`config.mk`:
```
export PLATFORM = sky130hd
export DESIGN_NAME = source_token_lexer_core
export DESIGN_NICKNAME = d
export VERILOG_FILES = /design/src/design/stl_pkg.sv /design/src/design/stl_front.sv /design/src/design/stl_queue.sv /design/src/design/stl_back.sv /design/src/design/source_token_lexer_core.sv
export SDC_FILE = /design/constraint.sdc
export NUM_CORES = 1
export LEC_CHECK = 0
export BUFFER_PORTS_ARGS = -buffer_cell sky130_fd_sc_hd__buf_4
export CAP_MARGIN = 20
export CORE_MARGIN = 5
export CORE_UTILIZATION = 62
export CTS_CLUSTER_DIAMETER = 120
export DETAILED_ROUTE_END_ITERATION = 12
export MAX_ROUTING_LAYER = met4
export PLACE_DENSITY = 0.8
export SETUP_SLACK_MARGIN = 0.05
export SYNTH_ARGS = -nofsm -noshare
export SYNTH_HDL_FRONTEND = slang
export SYNTH_SLANG_ARGS = --single-unit
```
`constraint.sdc`:
```
create_clock -name i_clk -period 7.85 [get_ports i_clk]
set_input_delay 1.57 -clock i_clk [delete_from_list [all_inputs] [get_ports i_clk]]
set_output_delay 1.57 -clock i_clk [all_outputs]
set_load 0.005 [all_outputs]
```
`src/design/stl_pkg.sv`:
```
// stl_pkg: shared types, constants and character class helpers for the token lexer
// used by stl_front, stl_queue, stl_back and source_token_lexer_core
package stl_pkg;

    localparam int OFFSET_WIDTH  = 16;
    localparam int NUMBER_WIDTH  = 32;
    localparam int LEN_W         = 8;
    localparam int LENGTH_MAX    = 255;
    localparam int KIND_W        = 5;
    localparam int CHAR_W        = 8;
    localparam int PREFIX_W      = 48;
    localparam int PREFIX_BYTES  = PREFIX_W / CHAR_W;
    localparam int QUEUE_DEPTH   = 4;
    localparam int QPTR_W        = $clog2(QUEUE_DEPTH);
    localparam int QCNT_W        = $clog2(QUEUE_DEPTH + 1);
    localparam int OUT_DATA_BITS = NUMBER_WIDTH + OFFSET_WIDTH + LEN_W;
    localparam int OUT_TDATA_W   = ((OUT_DATA_BITS + 7) / 8) * 8;

    localparam logic [OFFSET_WIDTH-1:0] OFF_MAX = '1;
    localparam logic [NUMBER_WIDTH-1:0] NUM_MAX = '1;
    localparam logic [LEN_W-1:0]        LEN_SAT = LEN_W'(LENGTH_MAX);

    localparam logic [CHAR_W-1:0] CH_ZERO   = 8'h30;
    localparam logic [CHAR_W-1:0] CH_EQ     = 8'h3D;
    localparam logic [CHAR_W-1:0] CH_PLUS   = 8'h2B;
    localparam logic [CHAR_W-1:0] CH_MINUS  = 8'h2D;
    localparam logic [CHAR_W-1:0] CH_STAR   = 8'h2A;
    localparam logic [CHAR_W-1:0] CH_SLASH  = 8'h2F;
    localparam logic [CHAR_W-1:0] CH_LPAREN = 8'h28;
    localparam logic [CHAR_W-1:0] CH_RPAREN = 8'h29;
    localparam logic [CHAR_W-1:0] CH_LBRACE = 8'h7B;
    localparam logic [CHAR_W-1:0] CH_RBRACE = 8'h7D;
    localparam logic [CHAR_W-1:0] CH_SEMI   = 8'h3B;

    // keyword spellings, first byte highest
    localparam logic [PREFIX_W-1:0] W_IF     = 48'h0000_0000_6966;
    localparam logic [PREFIX_W-1:0] W_INT    = 48'h0000_0069_6E74;
    localparam logic [PREFIX_W-1:0] W_ELSE   = 48'h0000_656C_7365;
    localparam logic [PREFIX_W-1:0] W_WHILE  = 48'h0077_6869_6C65;
    localparam logic [PREFIX_W-1:0] W_DOUBLE = 48'h646F_7562_6C65;

    typedef enum logic [1:0] {
        MODE_IDLE = 2'd0,
        MODE_NUM  = 2'd1,
        MODE_WORD = 2'd2,
        MODE_EQ   = 2'd3
    } t_mode;

    typedef enum logic [KIND_W-1:0] {
        K_INT    = 5'd0,
        K_PLUS   = 5'd1,
        K_MINUS  = 5'd2,
        K_MUL    = 5'd3,
        K_DIV    = 5'd4,
        K_EQUAL  = 5'd5,
        K_ASSIGN = 5'd6,
        K_LPAREN = 5'd7,
        K_RPAREN = 5'd8,
        K_LBRACE = 5'd9,
        K_RBRACE = 5'd10,
        K_SEMI   = 5'd11,
        K_IF     = 5'd12,
        K_ELSE   = 5'd13,
        K_WHILE  = 5'd14,
        K_TYPE   = 5'd15,
        K_IDENT  = 5'd16,
        K_END    = 5'd17,
        K_ERROR  = 5'd18
    } t_kind;

    typedef struct packed {
        t_kind                   kind;
        logic [NUMBER_WIDTH-1:0] value;
        logic [OFFSET_WIDTH-1:0] start;
        logic [LEN_W-1:0]        len;
    } t_token;

    // results of one source item, tok0 goes out first
    typedef struct packed {
        t_token tok0;
        t_token tok1;
        logic   two;
    } t_entry;

    function automatic logic is_digit(input logic [CHAR_W-1:0] c);
        return (c >= 8'h30) && (c <= 8'h39);
    endfunction

    function automatic logic is_letter(input logic [CHAR_W-1:0] c);
        return ((c >= 8'h41) && (c <= 8'h5A)) || ((c >= 8'h61) && (c <= 8'h7A));
    endfunction

    function automatic logic is_space(input logic [CHAR_W-1:0] c);
        return (c == 8'h20) || ((c >= 8'h09) && (c <= 8'h0D));
    endfunction

    function automatic t_kind op_kind(input logic [CHAR_W-1:0] c);
        t_kind k;
        case (c)
            CH_PLUS:   k = K_PLUS;
            CH_MINUS:  k = K_MINUS;
            CH_STAR:   k = K_MUL;
            CH_SLASH:  k = K_DIV;
            CH_LPAREN: k = K_LPAREN;
            CH_RPAREN: k = K_RPAREN;
            CH_LBRACE: k = K_LBRACE;
            CH_RBRACE: k = K_RBRACE;
            CH_SEMI:   k = K_SEMI;
            default:   k = K_ERROR;
        endcase
        return k;
    endfunction

endpackage

```
`src/design/stl_front.sv`:
```
// stl_front: lexer FSM, takes one source byte per cycle while i_room, forms tokens
// depends on stl_pkg; writes at most one result entry per item into stl_queue
module stl_front (
    input  logic                            i_clk,
    input  logic                            i_rst_n,
    input  logic                            i_valid,
    input  logic [stl_pkg::CHAR_W-1:0]      i_char,
    input  logic                            i_last,
    input  logic                            i_room,
    output logic                            o_ready,
    output logic                            o_push,
    output stl_pkg::t_entry                 o_entry
);
    import stl_pkg::*;

    t_mode                   r_mode, n_mode;
    logic [OFFSET_WIDTH-1:0] r_pos, n_pos;
    logic [OFFSET_WIDTH-1:0] r_start, n_start;
    logic [LEN_W-1:0]        r_len, n_len;
    logic [NUMBER_WIDTH-1:0] r_acc, n_acc;
    logic [PREFIX_W-1:0]     r_prefix, n_prefix;

    logic                    accept;
    logic                    have0, have1, consumed;
    t_token                  tok0, tok1, fl_tok;
    t_kind                   w_kind;
    logic [LEN_W-1:0]        len_inc;
    logic [NUMBER_WIDTH+3:0] acc_wide;
    logic [NUMBER_WIDTH-1:0] digit;

    assign o_ready = i_room;
    assign accept  = i_valid && i_room;

    always_comb begin
        if (r_len == LEN_W'(2) && r_prefix == W_IF) begin
            w_kind = K_IF;
        end else if (r_len == LEN_W'(4) && r_prefix == W_ELSE) begin
            w_kind = K_ELSE;
        end else if (r_len == LEN_W'(5) && r_prefix == W_WHILE) begin
            w_kind = K_WHILE;
        end else if (r_len == LEN_W'(3) && r_prefix == W_INT) begin
            w_kind = K_TYPE;
        end else if (r_len == LEN_W'(6) && r_prefix == W_DOUBLE) begin
            w_kind = K_TYPE;
        end else begin
            w_kind = K_IDENT;
        end
    end

    always_comb begin
        fl_tok.value = '0;
        fl_tok.start = r_start;
        fl_tok.len   = r_len;
        case (r_mode)
            MODE_NUM: begin
                fl_tok.kind  = K_INT;
                fl_tok.value = r_acc;
            end
            MODE_WORD: fl_tok.kind = w_kind;
            MODE_EQ: begin
                fl_tok.kind = K_ASSIGN;
                fl_tok.len  = LEN_W'(1);
            end
            default: fl_tok.kind = K_ERROR;
        endcase
    end

    // saturating acc * 10 + digit
    assign digit    = NUMBER_WIDTH'(i_char - CH_ZERO);
    assign acc_wide = ({4'b0, r_acc} << 3) + ({4'b0, r_acc} << 1) + {4'b0, digit};
    assign len_inc  = (r_len < LEN_SAT) ? r_len + LEN_W'(1) : r_len;

    always_comb begin
        n_mode   = r_mode;
        n_pos    = r_pos;
        n_start  = r_start;
        n_len    = r_len;
        n_acc    = r_acc;
        n_prefix = r_prefix;
        have0    = 1'b0;
        have1    = 1'b0;
        consumed = 1'b0;
        tok0     = fl_tok;
        tok1     = '{kind: op_kind(i_char), value: '0, start: r_pos, len: LEN_W'(1)};
        if (i_last) begin
            have0    = (r_mode != MODE_IDLE);
            have1    = 1'b1;
            tok1     = '{kind: K_END, value: '0, start: r_pos, len: '0};
            n_mode   = MODE_IDLE;
            n_pos    = '0;
            n_start  = '0;
            n_len    = '0;
            n_acc    = '0;
            n_prefix = '0;
        end else begin
            case (r_mode)
                MODE_EQ: begin
                    have0  = 1'b1;
                    n_mode = MODE_IDLE;
                    if (i_char == CH_EQ) begin
                        tok0.kind = K_EQUAL;
                        tok0.len  = LEN_W'(2);
                        consumed  = 1'b1;
                    end
                end
                MODE_NUM: begin
                    if (is_digit(i_char)) begin
                        n_acc    = (acc_wide[NUMBER_WIDTH+3:NUMBER_WIDTH] != 4'b0) ?
                                   NUM_MAX : acc_wide[NUMBER_WIDTH-1:0];
                        n_len    = len_inc;
                        consumed = 1'b1;
                    end else begin
                        have0  = 1'b1;
                        n_mode = MODE_IDLE;
                    end
                end
                MODE_WORD: begin
                    if (is_digit(i_char) || is_letter(i_char)) begin
                        if (r_len < LEN_W'(PREFIX_BYTES)) begin
                            n_prefix = {r_prefix[PREFIX_W-CHAR_W-1:0], i_char};
                        end
                        n_len    = len_inc;
                        consumed = 1'b1;
                    end else begin
                        have0  = 1'b1;
                        n_mode = MODE_IDLE;
                    end
                end
                default: begin
                end
            endcase
            if (!consumed && !is_space(i_char)) begin
                if (is_digit(i_char)) begin
                    n_mode  = MODE_NUM;
                    n_start = r_pos;
                    n_len   = LEN_W'(1);
                    n_acc   = digit;
                end else if (is_letter(i_char)) begin
                    n_mode   = MODE_WORD;
                    n_start  = r_pos;
                    n_len    = LEN_W'(1);
                    n_prefix = PREFIX_W'(i_char);
                end else if (i_char == CH_EQ) begin
                    n_mode  = MODE_EQ;
                    n_start = r_pos;
                    n_len   = LEN_W'(1);
                end else begin
                    have1 = 1'b1;
                end
            end
            if (r_pos != OFF_MAX) begin
                n_pos = r_pos + OFFSET_WIDTH'(1);
            end
        end
    end

    always_comb begin
        if (have0) begin
            o_entry.tok0 = tok0;
            o_entry.tok1 = tok1;
            o_entry.two  = have1;
        end else begin
            o_entry.tok0 = tok1;
            o_entry.tok1 = tok1;
            o_entry.two  = 1'b0;
        end
    end

    assign o_push = accept && (have0 || have1);

    always_ff @(posedge i_clk) begin
        if (!i_rst_n) begin
            r_mode   <= MODE_IDLE;
            r_pos    <= '0;
            r_start  <= '0;
            r_len    <= '0;
            r_acc    <= '0;
            r_prefix <= '0;
        end else if (accept) begin
            r_mode   <= n_mode;
            r_pos    <= n_pos;
            r_start  <= n_start;
            r_len    <= n_len;
            r_acc    <= n_acc;
            r_prefix <= n_prefix;
        end
    end

    a_end_clears: assert property (@(posedge i_clk) disable iff (!i_rst_n)
        accept && i_last |=> r_mode == MODE_IDLE && r_pos == '0)
        else $error("state not cleared after end of source");

    a_pos_steps: assert property (@(posedge i_clk) disable iff (!i_rst_n)
        accept && !i_last && r_pos != OFF_MAX |=> r_pos == $past(r_pos) + OFFSET_WIDTH'(1))
        else $error("byte position did not advance");

    a_end_pushes: assert property (@(posedge i_clk) disable iff (!i_rst_n)
        accept && i_last |-> o_push && o_entry.tok0.kind != K_END || !o_entry.two)
        else $error("end token not placed last");

endmodule

```
`src/design/stl_queue.sv`:
```
// stl_queue: short result queue between the lexer front and the output stage
// depends on stl_pkg; one entry holds all tokens of one source item
module stl_queue (
    input  logic            i_clk,
    input  logic            i_rst_n,
    input  logic            i_push,
    input  stl_pkg::t_entry i_entry,
    input  logic            i_pop,
    output logic            o_room,
    output logic            o_valid,
    output stl_pkg::t_entry o_head
);
    import stl_pkg::*;

    t_entry              r_mem [QUEUE_DEPTH];
    logic [QPTR_W-1:0]   r_wr, r_rd;
    logic [QCNT_W-1:0]   r_count;

    assign o_room  = (r_count != QCNT_W'(QUEUE_DEPTH));
    assign o_valid = (r_count != '0);
    assign o_head  = r_mem[r_rd];

    always_ff @(posedge i_clk) begin
        if (i_push) begin
            r_mem[r_wr] <= i_entry;
        end
    end

    always_ff @(posedge i_clk) begin
        if (!i_rst_n) begin
            r_wr    <= '0;
            r_rd    <= '0;
            r_count <= '0;
        end else begin
            if (i_push) begin
                r_wr <= r_wr + QPTR_W'(1);
            end
            if (i_pop) begin
                r_rd <= r_rd + QPTR_W'(1);
            end
            case ({i_push, i_pop})
                2'b10:   r_count <= r_count + QCNT_W'(1);
                2'b01:   r_count <= r_count - QCNT_W'(1);
                default: r_count <= r_count;
            endcase
        end
    end

    a_no_overrun: assert property (@(posedge i_clk) disable iff (!i_rst_n)
        i_push |-> o_room)
        else $error("push into full queue");

    a_no_underrun: assert property (@(posedge i_clk) disable iff (!i_rst_n)
        i_pop |-> o_valid)
        else $error("pop from empty queue");

endmodule

```
`src/design/stl_back.sv`:
```
// stl_back: output stage, sends the tokens of each queued entry one per cycle while i_ready
// depends on stl_pkg; reads the head of stl_queue
module stl_back (
    input  logic            i_clk,
    input  logic            i_rst_n,
    input  logic            i_head_valid,
    input  stl_pkg::t_entry i_head,
    output logic            o_pop,
    input  logic            i_ready,
    output logic            o_valid,
    output stl_pkg::t_token o_tok,
    output logic            o_last
);
    import stl_pkg::*;

    logic   r_valid, r_sel, r_last;
    t_token r_tok;
    logic   load;

    assign load  = i_head_valid && (!r_valid || i_ready);
    assign o_pop = load && (r_sel || !i_head.two);

    always_ff @(posedge i_clk) begin
        if (!i_rst_n) begin
            r_valid <= 1'b0;
            r_sel   <= 1'b0;
        end else begin
            if (load) begin
                r_valid <= 1'b1;
                r_sel   <= !r_sel && i_head.two;
            end else if (i_ready) begin
                r_valid <= 1'b0;
            end
        end
    end

    always_ff @(posedge i_clk) begin
        if (load) begin
            r_tok  <= r_sel ? i_head.tok1 : i_head.tok0;
            r_last <= r_sel || !i_head.two;
        end
    end

    assign o_valid = r_valid;
    assign o_tok   = r_tok;
    assign o_last  = r_last;

    a_second_half: assert property (@(posedge i_clk) disable iff (!i_rst_n)
        r_sel |-> i_head_valid && i_head.two)
        else $error("second token selected without a two-token entry");

endmodule

```
`src/design/source_token_lexer_core.sv`:
```
// source_token_lexer_core: top level of the streaming source lexer
// depends on stl_pkg, stl_front, stl_queue and stl_back
//
// The lexer takes one source byte per clock cycle while the queue has room
// and never waits on the byte itself: a front stage keeps the scanning state
// (mode, position, run start, run length, number value, first six word
// bytes) and writes all tokens caused by a byte into a four-entry queue; an
// output register sends them on, one token per cycle while the receiver is
// ready. A byte may cause two tokens, so the sustained rate is one byte per
// cycle as long as the receiver is ready and the average is at most one token
// per byte. Tokens pass the queue and then the output register. The input
// stalls only when the queue is full. tlast on the input marks end of source:
// pending token, then an end token, then offsets restart at zero.
module source_token_lexer_core (
    input  logic                               i_clk,
    input  logic                               i_rst_n,
    input  logic                               i_s_axis_tvalid,
    output logic                               o_s_axis_tready,
    input  logic [stl_pkg::CHAR_W-1:0]         i_s_axis_tdata,   // char_byte
    input  logic                               i_s_axis_tlast,   // end_of_input
    output logic                               o_m_axis_tvalid,
    input  logic                               i_m_axis_tready,
    output logic [stl_pkg::OUT_TDATA_W-1:0]    o_m_axis_tdata,   // number_value, start_offset, token_length
    output logic [stl_pkg::KIND_W-1:0]         o_m_axis_tuser,   // token_kind
    output logic                               o_m_axis_tlast    // last_of_run
);
    import stl_pkg::*;

    logic   push, pop, room, head_valid;
    t_entry entry, head;
    t_token tok;

    stl_front u_front (
        .i_clk   (i_clk),
        .i_rst_n (i_rst_n),
        .i_valid (i_s_axis_tvalid),
        .i_char  (i_s_axis_tdata),
        .i_last  (i_s_axis_tlast),
        .i_room  (room),
        .o_ready (o_s_axis_tready),
        .o_push  (push),
        .o_entry (entry)
    );

    stl_queue u_queue (
        .i_clk   (i_clk),
        .i_rst_n (i_rst_n),
        .i_push  (push),
        .i_entry (entry),
        .i_pop   (pop),
        .o_room  (room),
        .o_valid (head_valid),
        .o_head  (head)
    );

    stl_back u_back (
        .i_clk        (i_clk),
        .i_rst_n      (i_rst_n),
        .i_head_valid (head_valid),
        .i_head       (head),
        .o_pop        (pop),
        .i_ready      (i_m_axis_tready),
        .o_valid      (o_m_axis_tvalid),
        .o_tok        (tok),
        .o_last       (o_m_axis_tlast)
    );

    assign o_m_axis_tdata = OUT_TDATA_W'({tok.len, tok.start, tok.value});
    assign o_m_axis_tuser = tok.kind;

endmodule

```
==> results of run 1 <==
==> tightest hold or removal path: cells and delay by family, from the launching register on <==
| kind | cells | cell delay (ns) |
|---|---|---|
| flops | 1 | 0.31 |
| simple gates | 2 | 0.09 |
==> worst min-delay path by stage <==
stage                     startpoint          endpoint  slack, ns
detailed placement  u_front.r_acc[4]  u_front.r_acc[4]       0.43
global placement    u_front.r_acc[4]  u_front.r_acc[4]       0.43
CTS                 u_front.r_acc[4]  u_front.r_acc[4]       0.44
global route        u_front.r_acc[4]  u_front.r_acc[4]       0.46
finish              u_front.r_acc[4]  u_front.r_acc[4]       0.44
floorplan           u_front.r_acc[4]  u_front.r_acc[4]       0.42
==> flip-flops by register name, indices dropped and copies added (netlist names), named ones only <==
name              flops
u_back.o_valid        1
u_back.o_tok         61
u_front.r_start      16
u_front.r_prefix     48
u_front.r_pos        16
u_queue.r_count       3
u_queue.r_mem       336
u_back.o_last         1
u_queue.r_wr          2
u_front.r_mode        2
u_front.r_len         8
u_queue.r_rd          2
u_back.r_sel          1
u_front.r_acc        32
==> final cells by class <==
type,count,area [sq um]
sequential,531,14600
fill,2558,11700
multi-input combinational,1108,9030
clock buffer,76,1550
timing repair buffer,96,728
tap,518,648
inverter,54,203
clock inverter,18,174
==> power by group <==
group          total, uW  switching [uW]  internal [uW]
clock               2480            1020           1460
combinational       1610             879            731
sequential          3710             179           3530
total               7800            2080           5720
==> layout by cell type, fill, tap and decap left out, drive strengths merged, types with 10 or more instances in the layout <==
master	instances
mux4	84
nor2b	36
buf	96
xor2	20
fa	31
nor4	14
nand2	152
ha	54
nand3	33
clkinv	14
xnor2	22
inv	53
a21o	19
o21ai	59
a21oi	55
clkbuf	76
o21a	10
and3	14
mux2	17
a211oi	27
nor3	58
a22oi	27
nand4	22
edfxtp	398
and2	89
nor2	93
dfxtp	133
a31oi	16
a22o	41
==> stage by stage <==
step	power (uW)	instances	area, sq um	utilization
after floorplan	4710	1784	24200	-
after global placement	5300	2306	25200	0.652
after detailed placement	5370	2306	25200	0.652
after CTS	7870	2400	26900	0.697
after global routing	8130	2401	26900	0.697
final	7800	2401	26900	0.697
==> layer usage <==
layer	share of wire	up-vias	GRT usage
li1	-	6890	-
met1	0.40	7635	0.339
met2	0.50	621	0.426
met3	0.080	88	0.0532
met4	0.020	0	0.0641
met5	0	-	-
==> kinds of logic after synthesis <==
| kind of cell | Yosys count |
|---|---|
| AND/OR/NAND/NOR | 561 |
| flip-flops | 531 |
| AO/OA/AOI/OAI | 314 |
| buffers and inverters | 145 |
| multiplexers | 105 |
| adder cells (fa/ha/maj) | 86 |
| XOR/XNOR | 42 |
==> metrics.yaml, run 1 <==
setup_path:
  regToRegSetupSlack_ns: 3.66
  path_max_fanout: 26
  cp_num_buf_inv: 3
  r2r_end: "u_front.r_acc[11]"
  slowest_stage: "fa_1"
  critPathTopFamily: "compound AO/OA/AOI/OAI gates"
  endpoint: "u_front.r_acc[11]"
  crit_chain: "buf_4, ha_1, or3_1, inv_1, buf_4, fa_1, ha_1, a21oi_1, nand2_1, a221o_1, or2_1, a41oi_2, o221a_2, nand4_4, a211oi_1, nor3_1"
  critPathCaptureType: "flop"
  worstSetupPathDepth: 16
  required_ns: 8.31
  slowest_delay_ns: 0.49
  crit_type: "in -> reg"
  startpoint: "i_s_axis_tdata[4]"
  r2r_start: "u_front.r_acc[0]"
  arrival_ns: 6.33
  worstSetupStartpointType: "input pin"
  reg2reg_depth: 13
floorplanning:
  start_util: 0.627
  ioPinCount: 77
  rows: 72
  fp.coreArea_sq_um: 38600
  die_w_microns: 208
  die_h_microns: 208
  die_area_sq_um: 43200
timing:
  period_needed_ns: 5.87
  fmax_mhz: 170
  relSlewSlack: 0.312
  worst_pin_slew_ns: 1.03
  final.period_utilization: 0.748
  setup_viol_count_final: 0
  hold_viol: 0
  final.setup.worst_slack_ns: 1.98
  rsz0062_at_grt: "no"
  setup_tns_ns: 0
  clock-skew-final_ns: 0.0193
  hold_slack_ns: 0.437
  slew_viol_final: 0
pwr:
  p_per_area_nw_per_um2: 290
  leakagePower_uw: 0.00969
  vdd_drop_max_mv: 0.168
logic_synthesis:
  synthTopCellsByArea: "edfxtp_1, dfxtp_1, mux4_2, ha_1, fa_1"
  syn_inst: 1784
  synth_top_family_by_area: "simple AND/OR/NAND/NOR gates"
  yosysMostFrequentCell: "edfxtp_1"
  synth_area_sq_um: 24200
  async_reset_ff_frac: 0
  ys_types: 94
  synth.avg_cell_area_sq_um: 13.6
  synth_nets: 1882
  synth_top_area_frac: 0.493
  synth-simple-area-share: 0.119
  yosys_warnings: 0
  synth_mux_area_frac: 0.0881
  yosys.area_share.adder: 0.0539
  synth_ff_type: "edfxtp_1"
  synth_compound_area_frac: 0.0952
  synth_area_leader_cell: "edfxtp_1"
  yosysSeqAreaShare: 0.603
  synth-xor-area-share: 0.0152
  synth_common_cells: "edfxtp_1, nand2_1, dfxtp_1"
  synth-seq-cells: 531
  synth_edf_count: 398
final_layout:
  drive_above_1_share: 0.174
  synthToLayoutAreaGrowth_pct: 11.2
  n_antenna_cell: 0
  fin_nets: 1940
cts:
  cts.repair.resized: 0
  cts_buffers: 51
  postCtsSetupBuffers: 0
  htree_num_levels: 2
  ctsHoldBuffers: 0
  clk_pin_slew_worst_paths_ns: 0.06
  clock_latency_ns: 0.59
  cts.path.max_buffers: 3
  cts_root_buf: "clkbuf_16"
  numClockSinks: 531
  cts_tree: "done"
hold_path:
  min_path_cells: 2
  holdCritPathClass: "reg -> reg"
detailed_routing:
  drc_errors: 0
  drt-pass1-iter-count: 5
  drtIter0Drc: 1543
  drt-total-wl_microns: 54400
  antenna_left: 0
  via_per_inst: 6.34
  routedWlPerCell_microns: 22.7
  vias: 15234
grt:
  grt_pass1_vias: 15555
  grt_start_max_net_pins: 66
  grt_pass1_wl_microns: 86900
  overflow: 0
  antenna_found_initial: 0
  track_usage: 0.259
placement:
  place_ws_ns: 1.43
  gp_congestion: 0.910
  dp_hpwl_microns: 34000
  io_buffer_count: 76
job:
  maxCapViolations: 0
run_status:
  status: "finished clean"
(Power assumes the default switching activity.)
==> run 2: changes to the inputs <==
CORE_UTILIZATION = 56   (was 62)
PLACE_DENSITY = 0.76   (was 0.8)
clock period = 5.4 ns   (was 7.85 ns; I/O delays follow)
==> metrics.yaml, run 2 (synthesis gave the netlist of run 1 again) <==
run_status:
  status: "finished clean"
floorplanning:
  start_util: 0.564
  die_area_sq_um: 47600
  fp.coreArea_sq_um: 43000
  die_w_microns: 218
  die_h_microns: 218
  ioPinCount: 77
  rows: 76
timing:
  final.setup.worst_slack_ns: 0.712
  clock-skew-final_ns: 0.0199
  worst_pin_slew_ns: 0.993
  fmax_mhz: 213
  hold_viol: 0
  setup_tns_ns: 0
  slew_viol_final: 0
  rsz0062_at_grt: "no"
  period_needed_ns: 4.69
  final.period_utilization: 0.868
  relSlewSlack: 0.338
  setup_viol_count_final: 0
final_layout:
  final_common_cell: "edfxtp_1"
  regMostFlops: "u_queue.r_mem"
  final_cell_mix: "edfxtp_1, nand2_1, dfxtp_1"
  fin_nets: 1959
  largest_reg_flops: 336
  utilization: 0.633
  synthToLayoutAreaGrowth_pct: 12.2
  n_antenna_cell: 0
  drive_above_1_share: 0.182
grt:
  overflow: 0
  use_met2: 0.364
  grt_pass1_vias: 15063
  track_usage: 0.232
  grt_pass1_wl_microns: 85300
  grt_start_max_net_pins: 64
  top_usage_layer: "met2"
  met1_usage: 0.329
  antenna_found_initial: 0
  globalRouteMet3Util: 0.0303
detailed_routing:
  drc_errors: 0
  via_per_inst: 6.05
  drt-pass1-iter-count: 5
  antenna_left: 0
  routedWlPerCell_microns: 21.3
  drtIter0Drc: 1156
  drt-total-wl_microns: 53000
  vias: 15056
pwr:
  leakagePower_uw: 0.00976
  p_per_area_nw_per_um2: 415
  p_sw_uw: 3060
  total_power_uw: 11300
  p_clk_frac: 0.317
  internal-power_uw: 8220
  swShare: 0.271
  p_seq_frac: 0.479
  p_comb_frac: 0.205
  vdd_drop_max_mv: 0.328
hold_path:
  holdCritPathClass: "reg -> reg"
  min_from: "u_front.r_acc[4]"
  worstHoldEndpoint: "u_front.r_acc[4]"
  min_path_cells: 2
setup_path:
  path_max_fanout: 22
  required_ns: 5.88
  critPathCaptureType: "flop"
  worstSetupStartpointType: "input pin"
  reg2reg_depth: 14
  arrival_ns: 5.17
  slowest_stage: "fa_1"
  critPathTopFamily: "compound AO/OA/AOI/OAI gates"
  slowest_delay_ns: 0.45
  crit_type: "in -> reg"
  cp_num_buf_inv: 4
  regToRegSetupSlack_ns: 1.52
  r2r_end: "u_front.r_acc[14]"
  crit_chain: "buf_4, ha_1, or3_1, clkinvlp_4, buf_12, fa_1, ha_1, o21ai_0, nor4_1, o21a_1, or2_1, a41oi_2, o221a_2, nand4_4, buf_4, a211oi_1, nor3_1"
  r2r_start: "u_front.r_acc[3]"
placement:
  place_ws_ns: 0.116
  gp_congestion: 0.907
  dp_hpwl_microns: 34100
  io_buffer_count: 76
cts:
  postCtsSetupBuffers: 0
  clk_pin_slew_worst_paths_ns: 0.06
  cts.repair.resized: 0
  cts.path.max_buffers: 3
  cts_tree: "done"
  clock_latency_ns: 0.61
  htree_num_levels: 2
  cts_buffers: 52
  cts_root_buf: "clkbuf_16"
  ctsHoldBuffers: 0
  numClockSinks: 531
job:
  maxCapViolations: 0
-- run 2: worst max path at each step --
stage,start,end,slack [ns],cells past startpoint
after global placement,i_s_axis_tdata[4],u_front.r_acc[14],0.20,17
after floorplan,i_s_axis_tdata[4],u_front.r_acc[21],0.26,18
after global routing,i_s_axis_tdata[4],u_front.r_acc[14],0.50,17
after detailed placement,i_s_axis_tdata[4],u_front.r_acc[14],0.12,17
final,i_s_axis_tdata[4],u_front.r_acc[14],0.71,17
after CTS,i_s_axis_tdata[4],u_front.r_acc[14],0.72,17
-- run 2: worst reg2reg max path: stages, from the launching register on --
cell and delay [ns]:
dfxtp_1 0.41, inv_1 0.15, fa_1 0.56, inv_1 0.04, ha_1 0.34, o211ai_1 0.14
o211ai_1 0.37, nand3_1 0.20, a211oi_2 0.37, o21ai_0 0.17, a31oi_2 0.30, nand4_4 0.12
buf_4 0.23, a211oi_1 0.27, nor3_1 0.08
-- run 2: power by group through the flow --
stage	Combinational, uW	Sequential, uW	Clock, uW
finish	2310	5400	3570
global route	2510	5460	3830
detailed placement	2340	5490	0
CTS	2360	5420	3630
floorplan	1460	5390	0
global placement	2290	5470	0
-- run 2: layer usage --
layer	share of wire	vias up	wire, microns
met5	0	-	0
met4	0.021	0	1090
met3	0.051	79	2730
met2	0.48	440	25600
met1	0.44	7609	23600
li1	-	6928	-
-- run 2: cell type report --
cell class,count,area (sq um)
fillers,3191,15800
flip-flops and latches,531,14600
well taps,585,732
clock buffers,66,1370
clock inverters,31,327
repair buffers,114,918
multi-input cells,1108,9030
inverters,54,206
-- run 2: stage by stage --
step,area [sq um],instances,hold WS (ns)
2_1_floorplan,24200,1784,0.416
3_3_place_gp,25500,2392,0.424
3_5_place_dp,25500,2392,0.440
4_1_cts,27200,2489,0.448
5_1_grt,27200,2489,0.498
6_report,27200,2489,0.447
